`src/rtl/lsfe_pkg.sv`:
```
// ----------------------------------------------------------------------------
// lsfe_pkg
// Shared types and codes for the hidden frame extractor.
// ----------------------------------------------------------------------------
package lsfe_pkg;

  localparam int QUEUE_DEPTH = 4;
  localparam int QPTR_W      = 2;
  localparam int QCNT_W      = 3;

  localparam logic [1:0] KIND_EXT = 2'd0;
  localparam logic [1:0] KIND_PAY = 2'd1;
  localparam logic [1:0] KIND_END = 2'd2;

  localparam logic [1:0] ST_OK     = 2'd0;
  localparam logic [1:0] ST_MAGIC  = 2'd1;
  localparam logic [1:0] ST_EXTLEN = 2'd2;

  localparam logic [1:0] CFG_HEADER_SKIP  = 2'd0;
  localparam logic [1:0] CFG_MAGIC_LENGTH = 2'd1;
  localparam logic [1:0] CFG_MAGIC_VALUE  = 2'd2;
  localparam logic [1:0] CFG_SUFFIX_LIMIT = 2'd3;

  typedef struct packed {
    logic [9:0]  header_skip;
    logic [3:0]  magic_length;
    logic [63:0] magic_value;
    logic [7:0]  suffix_limit;
  } cfg_t;

  typedef struct packed {
    logic [1:0]  kind;
    logic [7:0]  value;
    logic [1:0]  status;
    logic        last;
    logic [31:0] declared_size;
  } result_t;

  typedef struct packed {
    logic [1:0] count;
    result_t    r0;
    result_t    r1;
  } push_t;

endpackage

```
`src/rtl/lsfe_parser.sv`:
```
// ----------------------------------------------------------------------------
// lsfe_parser
// Front end: skips the header, gathers bits and classifies each hidden field.
// ----------------------------------------------------------------------------
module lsfe_parser
  import lsfe_pkg::*;
#(
  parameter int EXT_BYTES = 4,
  parameter int MAX_MAGIC = 8
) (
  input  logic       clk,
  input  logic       rst_n,
  input  cfg_t       cfg,
  input  logic       take,
  input  logic [7:0] image_byte,
  input  logic       frame_start,
  output push_t      push
);

  localparam logic [2:0] PH_HEADER  = 3'd0;
  localparam logic [2:0] PH_MAGIC   = 3'd1;
  localparam logic [2:0] PH_EXTLEN  = 3'd2;
  localparam logic [2:0] PH_EXT     = 3'd3;
  localparam logic [2:0] PH_SIZE    = 3'd4;
  localparam logic [2:0] PH_PAYLOAD = 3'd5;
  localparam logic [2:0] PH_DONE    = 3'd6;

  logic [2:0]  phase_r, phase_nxt;
  logic [9:0]  hcount_r, hcount_nxt;
  logic [4:0]  bcount_r, bcount_nxt;
  logic [31:0] shift_r, shift_nxt;
  logic [3:0]  fcount_r, fcount_nxt;
  logic        magic_ok_r, magic_ok_nxt;
  logic [31:0] remain_r, remain_nxt;
  logic [31:0] size_r, size_nxt;

  logic [3:0] eff_len;
  assign eff_len = (cfg.magic_length > 4'(MAX_MAGIC)) ? 4'(MAX_MAGIC) : cfg.magic_length;

  always_comb begin
    logic [2:0]  ph;
    logic [31:0] sh2;
    logic        complete;
    logic [3:0]  fc1;
    logic [2:0]  bsel;
    logic [7:0]  expect_byte;
    logic [31:0] rem1;
    result_t     blank;

    blank = '0;
    push = '0;
    push.r0 = blank;
    push.r1 = blank;
    phase_nxt    = frame_start ? PH_HEADER : phase_r;
    hcount_nxt   = frame_start ? '0 : hcount_r;
    bcount_nxt   = frame_start ? '0 : bcount_r;
    shift_nxt    = frame_start ? '0 : shift_r;
    fcount_nxt   = frame_start ? '0 : fcount_r;
    magic_ok_nxt = frame_start ? 1'b1 : magic_ok_r;
    remain_nxt   = frame_start ? '0 : remain_r;
    size_nxt     = frame_start ? '0 : size_r;
    ph = phase_nxt;
    sh2 = '0;
    complete = 1'b0;
    fc1 = '0;
    bsel = '0;
    expect_byte = '0;
    rem1 = '0;

    if (ph == PH_HEADER) begin
      if (hcount_nxt < cfg.header_skip) begin
        hcount_nxt = hcount_nxt + 10'd1;
        ph = PH_DONE + 3'd1;
      end else begin
        ph = (eff_len == 4'd0) ? PH_EXTLEN : PH_MAGIC;
        fcount_nxt = '0;
        bcount_nxt = '0;
        shift_nxt = '0;
        phase_nxt = ph;
      end
    end

    if (ph < PH_DONE) begin
      sh2 = {shift_nxt[30:0], image_byte[0]};
      complete = (ph == PH_EXTLEN || ph == PH_SIZE) ? (bcount_nxt == 5'd31)
                                                    : (bcount_nxt == 5'd7);
      if (!complete) begin
        bcount_nxt = bcount_nxt + 5'd1;
        shift_nxt = sh2;
      end else begin
        bcount_nxt = '0;
        shift_nxt = '0;
        fc1 = fcount_nxt + 4'd1;
        case (ph)
          PH_MAGIC: begin
            if (fcount_nxt < eff_len) begin
              bsel = 3'(eff_len - 4'd1 - fcount_nxt);
              expect_byte = cfg.magic_value[{bsel, 3'b000} +: 8];
              if (expect_byte != sh2[7:0]) magic_ok_nxt = 1'b0;
            end else begin
              magic_ok_nxt = 1'b0;
            end
            fcount_nxt = fc1;
            if (fc1 >= eff_len) begin
              fcount_nxt = '0;
              if (!magic_ok_nxt) begin
                push.count = 2'd1;
                push.r0.kind = KIND_END;
                push.r0.status = ST_MAGIC;
                phase_nxt = PH_DONE;
              end else begin
                phase_nxt = PH_EXTLEN;
              end
            end
          end
          PH_EXTLEN: begin
            if (!sh2[31] && (sh2 > {24'd0, cfg.suffix_limit})) begin
              push.count = 2'd1;
              push.r0.kind = KIND_END;
              push.r0.status = ST_EXTLEN;
              phase_nxt = PH_DONE;
            end else begin
              phase_nxt = PH_EXT;
              fcount_nxt = '0;
            end
          end
          PH_EXT: begin
            push.count = 2'd1;
            push.r0.kind = KIND_EXT;
            push.r0.value = sh2[7:0];
            fcount_nxt = fc1;
            if (fc1 >= 4'(EXT_BYTES)) begin
              fcount_nxt = '0;
              phase_nxt = PH_SIZE;
            end
          end
          PH_SIZE: begin
            size_nxt = sh2;
            remain_nxt = sh2[31] ? '0 : sh2;
            if (remain_nxt == 32'd0) begin
              push.count = 2'd1;
              push.r0.kind = KIND_END;
              push.r0.status = ST_OK;
              push.r0.declared_size = sh2;
              phase_nxt = PH_DONE;
            end else begin
              phase_nxt = PH_PAYLOAD;
            end
          end
          default: begin
            rem1 = remain_nxt - 32'd1;
            remain_nxt = rem1;
            push.count = 2'd1;
            push.r0.kind = KIND_PAY;
            push.r0.value = sh2[7:0];
            push.r0.last = (rem1 == 32'd0);
            if (rem1 == 32'd0) begin
              push.count = 2'd2;
              push.r1.kind = KIND_END;
              push.r1.status = ST_OK;
              push.r1.declared_size = size_nxt;
              phase_nxt = PH_DONE;
            end
          end
        endcase
      end
    end

    if (!take) push.count = 2'd0;
  end

  always_ff @(posedge clk) begin
    if (!rst_n) begin
      phase_r    <= PH_HEADER;
      hcount_r   <= '0;
      bcount_r   <= '0;
      shift_r    <= '0;
      fcount_r   <= '0;
      magic_ok_r <= 1'b1;
      remain_r   <= '0;
      size_r     <= '0;
    end else if (take) begin
      phase_r    <= phase_nxt;
      hcount_r   <= hcount_nxt;
      bcount_r   <= bcount_nxt;
      shift_r    <= shift_nxt;
      fcount_r   <= fcount_nxt;
      magic_ok_r <= magic_ok_nxt;
      remain_r   <= remain_nxt;
      size_r     <= size_nxt;
    end
  end

endmodule

```
`src/rtl/lsfe_queue.sv`:
```
// ----------------------------------------------------------------------------
// lsfe_queue
// Back end: short result queue that takes up to two results per beat and
// drives the output channel from its head entry.
// ----------------------------------------------------------------------------
module lsfe_queue
  import lsfe_pkg::*;
(
  input  logic    clk,
  input  logic    rst_n,
  input  push_t   push,
  output logic    room,
  output logic    out_valid,
  input  logic    out_ready,
  output result_t head
);

  result_t             mem_r [QUEUE_DEPTH];
  logic [QPTR_W-1:0]   wptr_r, wptr_nxt;
  logic [QPTR_W-1:0]   rptr_r, rptr_nxt;
  logic [QCNT_W-1:0]   count_r, count_nxt;
  logic                pop;

  assign out_valid = (count_r != '0);
  assign pop       = out_valid && out_ready;
  assign room      = (count_r <= QCNT_W'(QUEUE_DEPTH - 2));
  assign head      = mem_r[rptr_r];

  always_comb begin
    wptr_nxt  = wptr_r + QPTR_W'(push.count);
    rptr_nxt  = rptr_r + QPTR_W'(pop);
    count_nxt = count_r + QCNT_W'(push.count) - QCNT_W'(pop);
  end

  always_ff @(posedge clk) begin
    if (push.count != 2'd0) mem_r[wptr_r] <= push.r0;
    if (push.count == 2'd2) mem_r[wptr_r + QPTR_W'(1)] <= push.r1;
  end

  always_ff @(posedge clk) begin
    if (!rst_n) begin
      wptr_r  <= '0;
      rptr_r  <= '0;
      count_r <= '0;
    end else begin
      wptr_r  <= wptr_nxt;
      rptr_r  <= rptr_nxt;
      count_r <= count_nxt;
    end
  end

endmodule

```
`src/rtl/lsb_stego_frame_extractor_unit.sv`:
```
// a result is written into the result queue on its beat and reaches the output once it is the head entry
// throughput: one image byte per cycle while in_ready is high; the parser updates its counters per beat
// in_ready drops only while the four-entry result queue holds more than two results
// reset: synchronous, active low; clears parser state and queue, loads register defaults
// ----------------------------------------------------------------------------
// lsb_stego_frame_extractor_unit
// Pulls hidden extension and payload bytes out of the low bits of image bytes.
// ----------------------------------------------------------------------------
module lsb_stego_frame_extractor_unit
  import lsfe_pkg::*;
#(
  parameter int EXT_BYTES = 4,
  parameter int MAX_MAGIC = 8
) (
  input  logic        clk,
  input  logic        rst_n,
  input  logic        cfg_we,
  input  logic [1:0]  cfg_index,
  input  logic [63:0] cfg_data,
  input  logic        in_valid,
  output logic        in_ready,
  input  logic [7:0]  in_image_byte,
  input  logic        in_frame_start,
  output logic        out_valid,
  input  logic        out_ready,
  output logic [1:0]  out_kind,
  output logic [7:0]  out_value,
  output logic [1:0]  out_status,
  output logic        out_last,
  output logic [31:0] out_declared_size
);

  cfg_t    cfg_r;
  push_t   push;
  result_t head;
  logic    room;
  logic    take;

  always_ff @(posedge clk) begin
    if (!rst_n) begin
      cfg_r.header_skip  <= 10'd54;
      cfg_r.magic_length <= 4'd2;
      cfg_r.magic_value  <= 64'd9002;
      cfg_r.suffix_limit <= 8'd4;
    end else if (cfg_we) begin
      case (cfg_index)
        CFG_HEADER_SKIP:  cfg_r.header_skip  <= cfg_data[9:0];
        CFG_MAGIC_LENGTH: cfg_r.magic_length <= cfg_data[3:0];
        CFG_MAGIC_VALUE:  cfg_r.magic_value  <= cfg_data;
        CFG_SUFFIX_LIMIT: cfg_r.suffix_limit <= cfg_data[7:0];
        default: ;
      endcase
    end
  end

  assign in_ready = room;
  assign take     = in_valid && in_ready;

  lsfe_parser #(
    .EXT_BYTES(EXT_BYTES),
    .MAX_MAGIC(MAX_MAGIC)
  ) u_parser (
    .clk        (clk),
    .rst_n      (rst_n),
    .cfg        (cfg_r),
    .take       (take),
    .image_byte (in_image_byte),
    .frame_start(in_frame_start),
    .push       (push)
  );

  lsfe_queue u_queue (
    .clk      (clk),
    .rst_n    (rst_n),
    .push     (push),
    .room     (room),
    .out_valid(out_valid),
    .out_ready(out_ready),
    .head     (head)
  );

  assign out_kind          = head.kind;
  assign out_value         = head.value;
  assign out_status        = head.status;
  assign out_last          = head.last;
  assign out_declared_size = head.declared_size;

`ifndef SYNTHESIS
  a_stall_means_backlog: assert property (@(posedge clk) disable iff (!rst_n)
    !in_ready |-> out_valid)
    else $error("input stalled with empty result queue");

  a_data_size_zero: assert property (@(posedge clk) disable iff (!rst_n)
    out_valid && out_kind != KIND_END |-> out_declared_size == 32'd0 && out_status == ST_OK)
    else $error("data beat carries end record fields");

  a_error_no_size: assert property (@(posedge clk) disable iff (!rst_n)
    out_valid && out_status != ST_OK |-> out_kind == KIND_END && out_declared_size == 32'd0)
    else $error("error status outside an end record");

  a_no_push_when_idle: assert property (@(posedge clk) disable iff (!rst_n)
    !(in_valid && in_ready) |-> push.count == 2'd0)
    else $error("result pushed without an input beat");
`endif

endmodule
```
`config.mk`:
```
export PLATFORM = sky130hd
export DESIGN_NAME = lsb_stego_frame_extractor_unit
export DESIGN_NICKNAME = d
export VERILOG_FILES = /design/src/rtl/lsfe_pkg.sv /design/src/rtl/lsfe_parser.sv /design/src/rtl/lsfe_queue.sv /design/src/rtl/lsb_stego_frame_extractor_unit.sv
export SDC_FILE = /design/constraint.sdc
export NUM_CORES = 1
export LEC_CHECK = 0
export CORE_ASPECT_RATIO = 0.75
export CORE_MARGIN = 1.5
export CORE_UTILIZATION = 30
export DETAILED_ROUTE_END_ITERATION = 10
export DONT_BUFFER_PORTS = 1
export GPL_ROUTABILITY_DRIVEN = 0
export PLACE_DENSITY_LB_ADDON = 0.2
export SLEW_MARGIN = 30
export SYNTH_ARGS = -nofsm -noshare
export SYNTH_HDL_FRONTEND = slang
export SYNTH_HIERARCHICAL = 1
export SYNTH_SLANG_ARGS = --single-unit
export TNS_END_PERCENT = 20
```
`constraint.sdc`:
```
create_clock -name clk -period 16.1 [get_ports clk]
set_input_delay 1.61 -clock clk [delete_from_list [all_inputs] [get_ports clk]]
set_output_delay 1.61 -clock clk [all_outputs]
set_load 0.05 [all_outputs]
```
==> flow_metrics.py, run 1 <==
metrics = {
    "final_layout": {
        "antenna_cells": 0,
        "drive_above_1_share": 0.1914,
        "final-seq-area_um2": 9637,
        "nNetsFinal": 1943,
        "mostFrequentLayoutCells": "nand2_1, dfxtp_1, edfxtp_1, nor2_1, mux2i_1",
        "area_growth_syn_to_layout_pct": 10.40,
        "multiInputGateArea_um2": 10770,
        "final_cells": 2811,
        "nFillCells": 7069,
        "layout_commonest_cell": "nand2_1",
        "final_area_um2": 23530,
        "finish.utilization": 0.3351,
    },
    "sta": {
        "relSlewSlack": 0.3267,
        "finalHoldViolCount": 0,
        "fin_setup_tns_ns": 0,
        "worst_pin_slew_ns": 1.010,
        "rsz0062_at_grt": "no",
        "maxSlewViolCount": 0,
        "fin_skew_ns": 0.04947,
        "finalCritPeriodShare": 0.5841,
        "fmax_mhz": 106.3,
        "setup_viol": 0,
        "period_needed_ns": 9.404,
    },
    "power": {
        "peakVddDrop_mv": 0.07391,
        "finalPower_mw": 2.369,
        "p_per_area_nw_per_um2": 100.7,
        "p_leak_nw": 7.916,
    },
    "detailed_routing": {
        "wl_per_cell_um": 21.56,
        "vias": 14720,
        "via_per_inst": 5.238,
        "totalWireLength_mm": 60.60,
        "ant_nets": 0,
        "drt_iter0_markers": 1352,
        "drc": 0,
        "dr.pass1.iters": 5,
    },
    "clock_network": {
        "cts-resized-gates": 0,
        "postCtsSetupBuffers": 0,
        "htree_levels": 2,
        "clock_path_buffers": 3,
        "cts_tree": "built",
        "hold_buffers": 0,
        "numCtsBuffers": 45,
        "root_buffer": "clkbuf_16",
        "clock-sinks": 391,
        "clk_pin_slew_ns": 0.06,
        "insertion_delay_ns": 0.61,
    },
    "yosys": {
        "yosys_warnings": 6,
        "ys_top_cells_by_area": "edfxtp_1, dfxtp_1, mux4_2, mux2_4, mux2_2",
        "synth_xor_xnor_area_share": 0.01609,
        "synth_cell_types": 89,
        "muxShareOfSynthArea": 0.2191,
        "synth-simple-area-share": 0.1444,
        "synth-edff-count": 180,
        "ys_seq_elements": 391,
        "yosysTopAreaCell": "edfxtp_1",
        "synth_top_family_by_area": "multiplexers",
        "synthFlopType": "dfxtp_1",
        "async_flop_share": 0,
        "synth_adder_area_share": 0.02125,
        "synth_top_area_frac": 0.2536,
        "synth_compound_area_frac": 0.09705,
        "mappedNetlistArea_um2": 21310,
        "ys_seq_area_frac": 0.4519,
        "synth_area_per_cell_um2": 11.23,
        "synth_cells": 1897,
    },
    "place": {
        "placed_cells": 2727,
        "dp_hpwl_mm": 39.59,
        "placed_cell_area_um2": 21990,
        "portBuffers": 0,
    },
    "global_route": {
        "grt_max_degree": 228,
        "antenna_found_initial": 0,
        "grt-ovfl-total": 0,
        "grt_pass1_wl_mm": 91.78,
        "track_usage": 0.1634,
        "grt_pass1_vias": 14590,
    },
    "critical_path": {
        "cp_data_arrival_time_ns": 9.64,
        "end_kind": "register",
        "required_ns": 16.34,
        "crit_type": "input pin to register",
        "path_max_fanout": 60,
        "start_kind": "input pin",
    },
    "floorplanning": {
        "rows": 84,
        "io_pins": 127,
        "initial_core_util": 0.3035,
        "dieArea_um2": 72660,
        "chipWidth_um": 310.8,
        "coreArea_um2": 70210,
        "die_h_um": 233.8,
    },
    "flow_run": {
        "drv_cap": 0,
    },
    "status": {
        "outcome": "completed",
    },
    "worst_hold_path": {
        "hold_class": "register to register",
    },
}
[power by group]
group,switching [mW],internal [mW],total (mW)
Combinational,0.156,0.0893,0.245
Sequential,0.0219,1.04,1.07
Clock,0.435,0.623,1.06
[layout make-up]
cell class | count | area share
clock inverter | 12 | 0.009573
clock buffer | 72 | 0.05510
inverter | 47 | 0.007499
multi-input combinational | 1318 | 0.4579
sequential | 391 | 0.4096
tap | 946 | 0.05031
timing repair buffer | 25 | 0.01005
[per-stage QoR]
| stage | setup slack [ns] | hold slack [ns] |
|---|---|---|
| after floorplan | 3.064 | 0.4306 |
| after global placement | 6.159 | 0.4395 |
| after detailed placement | 6.066 | 0.4466 |
| after CTS | 6.697 | 0.4596 |
| after global routing | 6.227 | 0.4751 |
| final | 6.696 | 0.4572 |
[worst paths after layout]
kind,start,to,slack [ns],cells after the start
max,in_frame_start,u_queue/mem_r[2][40],6.70,25
min,u_parser/size_r[26],u_parser/size_r[26],0.46,1
max reg2reg,u_parser/hcount_r[1],u_queue/mem_r[2][40],7.33,25
min reg2reg,u_parser/size_r[26],u_parser/size_r[26],0.46,1
[per-layer routing]
layer	up-vias	part of all wire	GRT usage
met5	-	0	0
met1	7386	0.49	0.2332
li1	6904	-	-
met4	0	0.019	0.04375
met3	81	0.046	0.02450
met2	352	0.45	0.2579
[cell families (layout without fill, tap and decap cells)]
logic type               Yosys count  in the layout
multiplexers                     340            340
adder cells (fa/ha/maj)           35             35
other                              1             12
flip-flops                       391            391
buffers and inverters            199            156
AND/OR/NAND/NOR                  616            616
XOR/XNOR                          36             36
AO/OA/AOI/OAI                    279            279
[flip-flops by register name, indices dropped and copies added, names as in the netlist]
register / cells
u_parser/bcount_r: 5
cfg_r: 86
u_parser/size_r: 32
u_parser/fcount_r: 4
u_queue/wptr_r: 2
u_parser/magic_ok_r: 1
u_queue/rptr_r: 2
u_parser/shift_r: 31
u_queue/mem_r: 180
u_parser/hcount_r: 10
u_parser/phase_r: 3
u_parser/remain_r: 32
u_queue/count_r: 3
[synthesized netlist by cell type, types with 6 or more instances]
cell        n
a211oi_1    6
a21oi_1    39
a22o_1     35
a22oi_1    17
a31oi_1     6
a32o_1     25
a32oi_1    25
and2_1     52
buf_1       8
buf_2      13
buf_4      23
buf_6      29
clkbuf_1   79
dfxtp_1   211
edfxtp_1  180
ha_1       33
inv_1      41
mux2_1     13
mux2_2     93
mux2_4     79
mux2i_1    96
mux4_2     59
nand2_1   241
nand2b_1    9
nand3_1    14
nand4_1    13
nand4b_1    9
nor2_1    105
nor2b_1    67
nor3_1     28
nor4_1     20
o211ai_1    8
o21ai_0    28
o21ai_1    12
o22ai_1    24
o31ai_1     8
or3_1       9
or4_1       8
xnor2_1    14
xor2_1     20
[worst max-delay path: stages]
cell,delay (ns)
nor2b_1,0.18
ha_1,0.26
o21ai_0,0.15
a31oi_1,0.06
o311ai_1,0.67
a21o_2,0.22
buf_4,0.42
nand2_1,0.24
ha_1,0.26
fa_1,0.48
buf_4,0.33
mux2_2,0.42
mux4_2,0.48
nor4b_1,0.28
a31oi_1,0.09
a21oi_1,0.15
o221ai_1,0.18
o21ai_1,0.29
and3_1,0.22
a21oi_1,0.20
buf_2,0.25
and4bb_4,0.32
buf_4,0.75
o21bai_4,0.52
buf_4,0.54
Power figures use the tool's default switching activity.
==> run 2: changes to the inputs <==
--- a/config.mk
+++ b/config.mk
@@ -5,6 +5,7 @@
 export SDC_FILE = /design/constraint.sdc
 export NUM_CORES = 1
 export LEC_CHECK = 0
+export ABC_AREA = 1
 export CORE_ASPECT_RATIO = 0.75
 export CORE_MARGIN = 1.5
 export CORE_UTILIZATION = 30
==> constraint.sdc (replaced) <==
create_clock -name clk -period 9.3 [get_ports clk]
set_input_delay 0.93 -clock clk [delete_from_list [all_inputs] [get_ports clk]]
set_output_delay 0.93 -clock clk [all_outputs]
set_load 0.05 [all_outputs]
==> flow_metrics.py, run 2 <==
metrics = {
    "critical_path": {
        "cp-startpoint": "in_frame_start",
        "reg2reg_from": "u_parser/hcount_r[7]",
        "crit_buf_inv": 7,
        "r2r-end": "u_queue/mem_r[0][36]",
        "required_ns": 9.57,
        "crit_family": "simple AND/OR/NAND/NOR gates",
        "slowest_stage": "clkinv_1",
        "critical_path.most_common_cell": "nand2_1",
        "reg2reg_depth": 32,
        "end_kind": "register",
        "crit_type": "input pin to register",
        "path_max_fanout": 53,
        "cp_data_arrival_time_ns": 7.76,
        "critPathMaxStageDelay_ns": 0.81,
        "start_kind": "input pin",
        "r2r_slack_ns": 1.99,
    },
    "power": {
        "peakVddDrop_mv": 0.1339,
        "p_leak_nw": 10.33,
        "p_per_area_nw_per_um2": 204.2,
    },
    "final_layout": {
        "antenna_cells": 0,
        "multiInputGateArea_um2": 11800,
        "final-seq-area_um2": 9630,
        "nFillCells": 8591,
        "regMostFlops": "u_queue/mem_r",
        "top_regs": "u_queue/mem_r x180, cfg_r x86",
        "layout_commonest_cell": "nand2_1",
        "mostFrequentLayoutCells": "nand2_1, nor2_1, inv_1, o21ai_0, dfxtp_1",
        "largest_reg_flops": 180,
        "drive_above_1_share": 0.1159,
        "final_area_um2": 25960,
        "area_growth_syn_to_layout_pct": 9.142,
        "nNetsFinal": 3300,
        "finish.utilization": 0.3302,
    },
    "clock_network": {
        "postCtsSetupBuffers": 0,
        "root_buffer": "clkbuf_16",
        "clock_path_buffers": 3,
        "htree_levels": 2,
        "clk_pin_slew_ns": 0.06,
        "cts_tree": "built",
        "insertion_delay_ns": 0.59,
        "clock-sinks": 391,
        "numCtsBuffers": 45,
        "hold_buffers": 0,
        "cts-resized-gates": 0,
    },
    "sta": {
        "finalCritPeriodShare": 0.8055,
        "maxSlewViolCount": 0,
        "fmax_mhz": 133.5,
        "relSlewSlack": 0.3111,
        "period_needed_ns": 7.491,
        "fin_skew_ns": 0.02358,
        "fin_setup_tns_ns": 0,
        "setup_viol": 0,
        "rsz0062_at_grt": "no",
        "fin_ws_ns": 1.809,
        "whs_ns": 0.4591,
        "finalHoldViolCount": 0,
        "worst_pin_slew_ns": 1.020,
    },
    "global_route": {
        "antenna_found_initial": 0,
        "track_usage": 0.1835,
        "grt_pass1_vias": 19380,
        "grt_max_degree": 165,
        "grt_pass1_wl_mm": 116.9,
        "grt-ovfl-total": 0,
    },
    "floorplanning": {
        "coreArea_um2": 78620,
        "dieArea_um2": 81010,
        "die_h_um": 246.9,
        "io_pins": 127,
        "rows": 89,
        "chipWidth_um": 328.2,
        "initial_core_util": 0.3026,
    },
    "worst_hold_path": {
        "min_path_cells": 2,
        "hold_class": "register to register",
        "hold_start": "cfg_r[78]",
        "min_to": "cfg_r[78]",
    },
    "place": {
        "placed_cell_area_um2": 24470,
        "place_ws_ns": 1.139,
        "portBuffers": 0,
        "dp_hpwl_mm": 48.08,
    },
    "detailed_routing": {
        "drc": 0,
        "via_per_inst": 4.892,
        "ant_nets": 0,
        "wl_per_cell_um": 17.69,
        "vias": 20860,
        "dr.pass1.iters": 6,
        "drt_iter0_markers": 1579,
        "totalWireLength_mm": 75.45,
    },
    "yosys": {
        "synth_cell_types": 55,
        "synth_area_per_cell_um2": 7.244,
        "ys_top_cells_by_count": "nand2_1, nor2_1, inv_1, o21ai_0, dfxtp_1",
        "ys_seq_area_frac": 0.4048,
        "yosys_warnings": 6,
        "ys_seq_elements": 391,
        "yosysTopAreaCell": "edfxtp_1",
        "synth-edff-count": 180,
        "synthFlopType": "dfxtp_1",
        "mappedNetlistArea_um2": 23790,
        "yosysMostFrequentCell": "nand2_1",
        "synth_top_area_frac": 0.2272,
        "synth_cells": 3284,
        "ys_top_cells_by_area": "edfxtp_1, dfxtp_1, nand2_1, nor2_1, inv_1",
        "async_flop_share": 0,
    },
    "flow_run": {
        "drv_cap": 0,
    },
    "status": {
        "outcome": "completed",
    },
}
==> run 2: worst max path at each step <==
stage | to | slack (ns) | cells after the start
2_1_floorplan | u_queue/mem_r[3][0] | 1.10 | 37
3_3_place_gp | u_queue/mem_r[0][36] | 1.20 | 33
3_5_place_dp | u_queue/mem_r[0][36] | 1.14 | 33
4_1_cts | u_queue/mem_r[0][36] | 1.79 | 33
5_1_grt | u_queue/mem_r[0][36] | 1.16 | 33
6_report | u_queue/mem_r[0][36] | 1.81 | 35
==> run 2: worst register-to-register path, delay by kind of cell, from the launching register on <==
family / cells / cell delay (ns)
AND/OR/NAND/NOR: 21 / 3.69
buffers and inverters: 6 / 1.88
adder cells (fa/ha/maj): 2 / 0.61
AO/OA/AOI/OAI: 3 / 0.44
flip-flops: 1 / 0.38
==> run 2: where the power goes <==
| part | leakage (nW) | switching (mW) | internal (mW) |
|---|---|---|---|
| sequential | 3.39 | 0.0619 | 1.86 |
| clock | 0.734 | 0.760 | 1.08 |
| combinational | 6.20 | 1.14 | 0.404 |
==> run 2: cell type report <==
class	instances	area share
Multi-Input combinational cell	2343	0.4544
Timing Repair Buffer	57	0.01663
Clock buffer	62	0.04974
Inverter	347	0.05046
Clock inverter	18	0.007470
Sequential cell	391	0.3709
Tap cell	1046	0.05041
==> run 2: stage by stage <==
step	std cells	power (mW)
after floorplan	3295	3.080
after global placement	4184	3.458
after detailed placement	4184	3.489
after CTS	4264	5.338
after global routing	4264	5.562
final	4264	5.301
==> run 2: routing by layer <==
metal	wire length (um)	global-route usage	share of wire
met5	0	0	0
met2	32580	0.2801	0.43
met3	3949	0.02407	0.052
met1	37810	0.2741	0.50
met4	1110	0.03714	0.015
==> run 2: cell families (layout without fill, tap and decap cells) <==
family / Yosys count / count (layout) / share of synthesized area
and+or+nand+nor: 1598 / 1598 / 0.2912
AOI/OAI and AO/OA: 692 / 692 / 0.1734
buffers and inverters: 561 / 484 / 0.1092
DFF: 391 / 391 / 0.4048
adders and majority gates: 35 / 35 / 0.01904
xor gates and xnor gates: 6 / 6 / 0.002210
other: 1 / 12 / 0.0001576
